## config.mk

```make
export PLATFORM = sky130hd
export DESIGN_NAME = tapl_merge
export DESIGN_NICKNAME = d
export VERILOG_FILES = /design/src/rtl/tapl_pkg.sv /design/src/rtl/tapl_merge.sv
export SDC_FILE = /design/constraint.sdc
export NUM_CORES = 1
export LEC_CHECK = 0
export BUFFER_PORTS_ARGS = -buffer_cell sky130_fd_sc_hd__buf_2
export CELL_PAD_IN_SITES_DETAIL_PLACEMENT = 0
export CELL_PAD_IN_SITES_GLOBAL_PLACEMENT = 1
export CORE_MARGIN = 2
export CORE_UTILIZATION = 38
export DETAILED_ROUTE_END_ITERATION = 16
export PLACE_DENSITY_LB_ADDON = 0.1
export SYNTH_ARGS = -nofsm -noshare
export SYNTH_HDL_FRONTEND = slang
export SYNTH_SLANG_ARGS = --single-unit
```

## constraint.sdc

```tcl
create_clock -name vclk -period 9.5
set_input_delay 0 -clock vclk [all_inputs]
set_output_delay 0 -clock vclk [all_outputs]
set_load 0.02 [all_outputs]
```

## src/rtl/tapl_pkg.sv

```systemverilog
// ----------------------------------------------------------------------------
// tapl_pkg: shared types and constants of the taper axis plane transform
// Widths, configuration register codes and the structs that pass between
// the lanes, the merge stage and the top level.
// ----------------------------------------------------------------------------
package tapl_pkg;

  localparam int CoordW   = 32;             // coordinate width
  localparam int GeoW     = 20;             // geometry register width
  localparam int MulW     = GeoW + 1;       // multiplier factor, holds H+D
  localparam int ProdW    = CoordW + MulW;  // product and quotient width
  localparam int SumW     = ProdW + 2;      // width of the final sums
  localparam int LimW     = 32;             // clamp limit width
  localparam int CfgIdxW  = 3;
  localparam int CfgDataW = 32;
  localparam int LaneDepth = ProdW + 2;     // input reg, product reg, divider

  localparam logic FuncFwd = 1'b0;
  localparam logic FuncInv = 1'b1;

  typedef enum logic [CfgIdxW-1:0] {
    CfgPlane = 3'd0,
    CfgLower = 3'd1,
    CfgThick = 3'd2,
    CfgUHi   = 3'd3,
    CfgULo   = 3'd4,
    CfgVHi   = 3'd5,
    CfgVLo   = 3'd6
  } cfg_idx_e;

  typedef struct packed {
    logic                     func;
    logic signed [CoordW-1:0] a_x;
    logic signed [CoordW-1:0] a_y;
    logic signed [CoordW-1:0] b_x;
    logic signed [CoordW-1:0] b_y;
  } req_t;

  typedef struct packed {
    logic signed [CoordW-1:0] p_x;
    logic signed [CoordW-1:0] p_y;
    logic signed [CoordW-1:0] q_x;
    logic signed [CoordW-1:0] q_y;
    logic                     geom_valid;
  } rsp_t;

  typedef struct packed {
    logic [CfgIdxW-1:0]  index;
    logic [CfgDataW-1:0] value;
  } cfg_t;

  typedef struct packed {
    logic [CoordW-1:0]        mag;
    logic                     neg;
    logic signed [CoordW-1:0] base;
    logic [MulW-1:0]          m1;
    logic [MulW-1:0]          m2;
    logic [GeoW-1:0]          dvs;
  } lane_in_t;

  typedef struct packed {
    logic [ProdW-1:0]         q1;
    logic [ProdW-1:0]         q2;
    logic                     neg;
    logic signed [CoordW-1:0] base;
  } lane_out_t;

  typedef struct packed {
    logic signed [LimW-1:0] u_hi;
    logic signed [LimW-1:0] u_lo;
    logic signed [LimW-1:0] v_hi;
    logic signed [LimW-1:0] v_lo;
  } lim_t;

  typedef struct packed {
    logic vld;
    logic inv;
    logic geom;
  } ctl_t;

endpackage

```

## src/rtl/tapl_merge.sv

```systemverilog
// ----------------------------------------------------------------------------
// tapl_merge: combine lane quotients into one response
// Applies signs, forms the forward or inverse sums, clamps the upper motor
// offsets to the limits in forward mode and saturates every coordinate.
// ----------------------------------------------------------------------------
module tapl_merge (
  input  tapl_pkg::lane_out_t lx_i,
  input  tapl_pkg::lane_out_t ly_i,
  input  tapl_pkg::ctl_t      ctl_i,
  input  tapl_pkg::lim_t      lim_i,
  output tapl_pkg::rsp_t      rsp_o
);

  localparam int SumW  = tapl_pkg::SumW;
  localparam int CoordW = tapl_pkg::CoordW;
  localparam logic signed [SumW-1:0] SatMax =
    {{(SumW-CoordW+1){1'b0}}, {(CoordW-1){1'b1}}};
  localparam logic signed [SumW-1:0] SatMin = ~SatMax;

  function automatic logic signed [SumW-1:0] signed_q(
    input logic [tapl_pkg::ProdW-1:0] m, input logic n);
    logic signed [SumW-1:0] v;
    v = {2'b00, m};
    return n ? -v : v;
  endfunction

  function automatic logic signed [SumW-1:0] ext_lim(
    input logic signed [tapl_pkg::LimW-1:0] l);
    return {{(SumW-tapl_pkg::LimW){l[tapl_pkg::LimW-1]}}, l};
  endfunction

  function automatic logic signed [CoordW-1:0] sat(input logic signed [SumW-1:0] v);
    logic signed [SumW-1:0] r;
    r = v;
    if (v > SatMax) r = SatMax;
    if (v < SatMin) r = SatMin;
    return r[CoordW-1:0];
  endfunction

  function automatic logic signed [SumW-1:0] clamp(input logic signed [SumW-1:0] v,
    input logic signed [SumW-1:0] hi, input logic signed [SumW-1:0] lo);
    logic signed [SumW-1:0] r;
    r = v;
    if (r > hi) r = hi;
    if (r < lo) r = lo;
    return r;
  endfunction

  logic signed [SumW-1:0] bx, by, sx1, sx2, sy1, sy2, px, py, qx, qy;

  always_comb begin
    bx  = {{(SumW-CoordW){lx_i.base[CoordW-1]}}, lx_i.base};
    by  = {{(SumW-CoordW){ly_i.base[CoordW-1]}}, ly_i.base};
    sx1 = signed_q(lx_i.q1, lx_i.neg);
    sx2 = signed_q(lx_i.q2, lx_i.neg);
    sy1 = signed_q(ly_i.q1, ly_i.neg);
    sy2 = signed_q(ly_i.q2, ly_i.neg);
    if (ctl_i.inv == tapl_pkg::FuncInv) begin
      px = bx + sx1;
      py = by + sy1;
      qx = bx + sx2;
      qy = by + sy2;
    end else begin
      px = bx - sx1;
      py = by - sy1;
      qx = clamp(sx2, ext_lim(lim_i.u_hi), ext_lim(lim_i.u_lo));
      qy = clamp(sy2, ext_lim(lim_i.v_hi), ext_lim(lim_i.v_lo));
    end
    rsp_o.p_x        = sat(px);
    rsp_o.p_y        = sat(py);
    rsp_o.q_x        = sat(qx);
    rsp_o.q_y        = sat(qy);
    rsp_o.geom_valid = ctl_i.geom;
  end

endmodule

```

==> impl_metrics.yaml, run 1 <==
timing:
  period_share_pct: 96.2
  fin_hold_ws_ns: 0.0000435
  slew_headroom_pct: 26.7
  drv_slew: 0
  worst_pin_slew_ns: 1.09
  fin_crit_ns: 9.14
  max_freq_mhz: 109
  hold_violations: 0
  setup_viol: 0
floorplanning:
  die-area_mm2: 0.0788
  initial_core_util_pct: 38.3
  rows: 101
  die_h_um: 281
  die_width_um: 281
  pin_count: 538
  coreArea_mm2: 0.0759
synthesis:
  ys_types: 90
  synth_nets: 5244
  ys_warn_count: 0
  avgSynthCellArea_um2: 6.63
  netlist_instances: 4393
  ys_seq_area_share_pct: 0
  syn_area_mm2: 0.0291
layout:
  final-seq-area_um2: 0
  fin_area_mm2: 0.0339
  fillers: 8209
  drive_above_1_share_pct: 17.1
  syn2layout_area_growth_pct: 16.5
  final.clkbuf_count: 0
  seq_cell_count: 0
  nets: 5748
place:
  port_buffers: 535
  hpwl_mm: 104
  place.gp.congestion: 0.957
  place_area_mm2: 0.0336
setup_path:
  end_kind: "output pin"
  critPathRequiredTime_ns: 9.50
  max_stage_delay_ns: 0.57
  worst-path-max-fanout: 43
  crit_path_start_kind: "input pin"
  critical_path_class: "in2out"
  crit_arrival_ns: 9.14
  cp_slowest_cell: "or4_1"
grt:
  grt_pass1_wl_mm: 185
  grt_pass1_vias: 32945
  antenna_found_initial: 12
  overflow: 0
  grt_usage_pct: 29.3
  grt_max_degree: 134
pwr:
  powerDensity_mw_per_mm2: 119
  peakVddDrop_uv: 85.4
  p_leak_nw: 15.8
clock_tree:
  holdBufCountCts: 0
drt:
  post_drt_wl_per_cell_um: 20.7
  drtIter0Drc: 2096
  via_per_inst: 5.88
  drt-pass1-iter-count: 5
  vias: 34849
  drc: 0
  ant_nets: 0
  drt-total-wl_mm: 123
job:
  maxCapViolCount: 0
worst_hold_path:
  min_path_type: "in2out"
status:
  status: "completed"
==> cells by family after synthesis <==
group | share of synthesized area (%)
buffers and inverters | 5.47
AOI/OAI and AO/OA | 34.8
adders and majority gates | 19.1
muxes | 1.00
xor gates and xnor gates | 14.9
and+or+nand+nor | 24.8
==> Yosys cell counts, drive strengths merged (10+ instances only) <==
| master | n | share of area (%) |
|---|---|---|
| a41oi | 12 | 0.36 |
| or2 | 29 | 0.62 |
| o21a | 40 | 1.0 |
| xor2 | 180 | 5.4 |
| a21o | 223 | 5.8 |
| a31oi | 44 | 1.0 |
| inv | 224 | 2.9 |
| nor4 | 50 | 1.1 |
| nand2b | 48 | 1.0 |
| nor2b | 67 | 1.4 |
| o41ai | 36 | 1.1 |
| and4 | 20 | 0.60 |
| nand4 | 88 | 1.9 |
| ha | 438 | 19 |
| o31ai | 92 | 2.4 |
| a211o | 11 | 0.33 |
| a211oi | 59 | 1.5 |
| or4 | 37 | 0.99 |
| nor2 | 410 | 5.3 |
| o211ai | 20 | 0.52 |
| nand3 | 91 | 1.6 |
| buf | 40 | 0.62 |
| a21oi | 508 | 8.7 |
| nand2 | 355 | 4.6 |
| o221a | 30 | 1.2 |
| mux2i | 19 | 0.65 |
| nand3b | 10 | 0.26 |
| a21boi | 19 | 0.49 |
| or3 | 62 | 1.3 |
| clkbuf | 151 | 1.9 |
| and3 | 48 | 1.0 |
| o31a | 10 | 0.30 |
| a2111oi | 15 | 0.45 |
| o21ai | 231 | 4.0 |
| nor3 | 81 | 1.4 |
| xnor2 | 312 | 9.4 |
| o22ai | 74 | 1.6 |
| o2111ai | 15 | 0.45 |
| o21bai | 32 | 0.83 |
| and2 | 28 | 0.60 |
==> worst max-delay path, delay by kind of cell <==
family,cells,cell delay (ns)
AOI/OAI and AO/OA,17,3.26
xor gates and xnor gates,1,0.42
adders and majority gates,2,0.65
buffers and inverters,10,1.88
muxes,1,0.21
and+or+nand+nor,12,2.65
==> power by group <==
group / switching (mW) / total (mW) / internal [mW]
Clock: 0 / 0.0000000424 / 0.0000000424
Combinational: 2.48 / 4.05 / 1.56
Sequential: 0 / 0 / 0
Total: 2.48 / 4.05 / 1.56
==> through the flow <==
stage | setup WS (ns) | power, mW | TNS (ns) | instances | utilization, %
CTS | 0.0696 | 3.99 | 0 | 5917 | 44.3
global route | -0.0561 | 4.43 | -1.10 | 5928 | 44.6
detailed placement | 0.0169 | 3.97 | 0 | 5917 | 44.3
global placement | 0.0940 | 3.98 | 0 | 5917 | 44.3
floorplan | 0.0109 | 2.74 | 0 | 4393 | -
finish | 0.360 | 4.05 | 0 | 5928 | 44.6
==> placed cells by master, fill, tap and decap left out, types with 40 or more instances in the layout <==
cell | netlist | layout
nor2b_1 | 67 | 67
xnor2_1 | 310 | 309
a21o_1 | 223 | 223
a31oi_1 | 43 | 43
o31ai_1 | 92 | 86
a21oi_1 | 508 | 506
or3_1 | 61 | 59
nand2b_1 | 48 | 48
buf_4 | 1 | 150
inv_1 | 223 | 223
xor2_1 | 180 | 179
nor3_1 | 80 | 76
nor4_1 | 49 | 42
and3_1 | 48 | 48
ha_1 | 438 | 438
o21ai_0 | 229 | 226
o21a_1 | 40 | 40
nand2_1 | 355 | 353
nand3_1 | 91 | 90
nor2_1 | 410 | 407
buf_2 | 10 | 532
a211oi_1 | 59 | 58
o22ai_1 | 74 | 72
nand4_1 | 88 | 88
==> path summary, 6_finish.rpt <==
path,start,endpoint,slack (ns),cells after the start
max,lx_i[41],rsp_o[50],0.36,43
min,ctl_i[0],rsp_o[0],0.00004,0
==> layout make-up <==
type | instances | area [µm²] | share of cell area (%)
Antenna cell | 3 | 7.51 | 0.0221
Timing Repair Buffer | 693 | 3990 | 11.8
Tap cell | 1030 | 1290 | 3.80
Multi-Input combinational cell | 3977 | 27800 | 81.9
Inverter | 225 | 845 | 2.49
==> what timing repair did <==
| item | 4_1_cts | 5_1_grt |
|---|---|---|
| setup buffers | 0 | 8 |
| resized for setup | 1 | 48 |
| pin swaps | 0 | 7 |
| endpoints found under the setup margin | 1 | 64 |
==> layer usage <==
metal  global-route usage, %  share of wire [%]  vias up
met1                    35.8                 42    16140
met5                       0              0.055        -
met4                    9.90                4.1       12
met2                    54.1                 49     1081
met3                    1.64                4.7      210
li1                        -                  -    17406
Note: power is estimated with default switching activity, not from simulation.
==> inputs of run 2 (changes only) <==
--- a/config.mk
+++ b/config.mk
@@ -12,6 +12,7 @@
 export CORE_UTILIZATION = 38
 export DETAILED_ROUTE_END_ITERATION = 16
 export PLACE_DENSITY_LB_ADDON = 0.1
+export REMOVE_ABC_BUFFERS = 1
 export SYNTH_ARGS = -nofsm -noshare
 export SYNTH_HDL_FRONTEND = slang
 export SYNTH_SLANG_ARGS = --single-unit
==> run 2 against run 1 <==
  * Wire length increased by 2.7%
  * Die area did not move
  * Setup slack better by 0.011 ns
  * Highest routed layer unchanged
  * Critical endpoint is now rsp_o[3]
  * Largest cell class unchanged
  * Non-clock buffer count is 30 higher
  * Sequential share of layout area stayed put
  * Global-route usage grew 0.62 points
  * Cell count up 0.62%
==> impl_metrics.yaml, run 2 (synthesis results as in run 1) <==
setup_path:
  critPathRequiredTime_ns: 9.50
  critical_path_class: "in2out"
  end_kind: "output pin"
  cp_slowest_cell: "or4b_2"
  max_stage_delay_ns: 0.69
  worst-path-max-fanout: 11
  crit_arrival_ns: 9.13
  crit_path_start_kind: "input pin"
timing:
  slew_headroom_pct: 36.2
  worst_pin_slew_ns: 0.956
  worst_slack_ns: 0.371
  hold_violations: 0
  fin_crit_ns: 9.13
  drv_slew: 0
  max_freq_mhz: 110
  setup_viol: 0
  period_share_pct: 96.1
drt:
  drtIter0Drc: 2616
  drc: 0
  post_drt_wl_per_cell_um: 21.1
  via_per_inst: 5.85
  drt-pass1-iter-count: 12
  ant_nets: 0
  vias: 34866
  drt-total-wl_mm: 126
place:
  place_worst_setup_slack_ns: 0.102
  dp_cells: 5954
  hpwl_mm: 108
  place.gp.congestion: 0.997
  port_buffers: 535
grt:
  grt_pass1_vias: 31982
  grt_pass1_wl_mm: 187
  grt_max_degree: 70
  grt_usage_pct: 29.9
  overflow: 0
  antenna_found_initial: 14
worst_hold_path:
  min_path_type: "in2out"
layout:
  instances_no_fill: 5965
  seq_cell_count: 0
  final.clkbuf_count: 0
  nets: 5778
  final_common_cell: "buf_2"
  drive_above_1_share_pct: 17.6
  final-seq-area_um2: 0
  fillers: 8184
  mostFrequentLayoutCells: "buf_2, a21oi_1, ha_1"
  syn2layout_area_growth_pct: 17.3
floorplanning:
  coreArea_mm2: 0.0759
  die_width_um: 281
  initial_core_util_pct: 38.3
  rows: 101
  die_h_um: 281
  pin_count: 538
  die-area_mm2: 0.0788
pwr:
  p_seq_share_pct: 0
  powerDensity_mw_per_mm2: 121
  p_sw_share_pct: 61.3
  p_comb_share_pct: 100.0
  p_leak_nw: 16.0
  internal_power_mw: 1.59
  p_sw_mw: 2.52
  peakVddDrop_uv: 83.9
  pwr-share-clk_pct: 0
status:
  status: "completed"
job:
  maxCapViolCount: 0
[run 2: cell count changes in the layout (fill, tap and decap cells not counted), sizes merged]
cell   previous run  this run
buf             692       722
diode             3        10
[run 2: layout make-up]
cell class,instances,area (µm²),share of cell area (%)
Multi-Input combinational cell,3977,27800,81.4
Timing Repair Buffer,723,4180,12.2
Tap cell,1030,1290,3.77
Inverter,225,845,2.47
Antenna cell,10,25.0,0.0733
[run 2: routing by layer]
metal / vias up / wire length [µm] / GRT usage (%)
met4: 14 / 4710 / 9.83
met5: - / 80 / 0
met2: 1116 / 59300 / 52.6
met1: 16089 / 55500 / 38.4
met3: 185 / 6290 / 2.09
li1: 17462 / - / -
[run 2: worst max-delay path: cells and delay by family]
kind / cells / cell delay [ns]
AND/OR/NAND/NOR: 18 / 5.02
adder cells (fa/ha/maj): 2 / 0.62
multiplexers: 1 / 0.14
buffers and inverters: 7 / 1.27
XOR/XNOR: 1 / 0.23
AO/OA/AOI/OAI: 9 / 1.81
[run 2: worst paths after layout]
check / startpoint / endpoint / slack (ns) / cells past startpoint
hold / removal: ctl_i[0] / rsp_o[0] / 0.0002 / 0
setup / recovery: ly_i[46] / rsp_o[3] / 0.37 / 38
[run 2: power groups by stage]
stage                 Clock [mW]  Sequential [mW]  Combinational, mW
detailed placement             0                0               4.04
CTS                            0                0               4.06
floorplan                      0                0               2.68
global route        0.0000000847                0               4.48
global placement               0                0               4.05
finish              0.0000000979                0               4.12
[run 2: metrics by stage]
stage,area (µm²),total power [mW],util [%],hold slack [ns],setup TNS [ns]
2_1_floorplan,28400,2.68,-,0,-158.91
3_3_place_gp,33900,4.05,44.6,0.000149,0
3_5_place_dp,33900,4.04,44.6,0.000149,0
4_1_cts,33900,4.06,44.6,0.000149,0
5_1_grt,34100,4.48,44.9,0.000117,-0.0512
6_report,34100,4.12,45.0,0.000167,0
[run 2: timing repair]
item | 4_1_cts | 5_1_grt
gates resized for setup | 0 | 49
endpoints found under the hold margin | 0 | 0
setup endpoints to repair | 0 | 62
buffers inserted | 0 | 1
hold buffers | 0 | 0
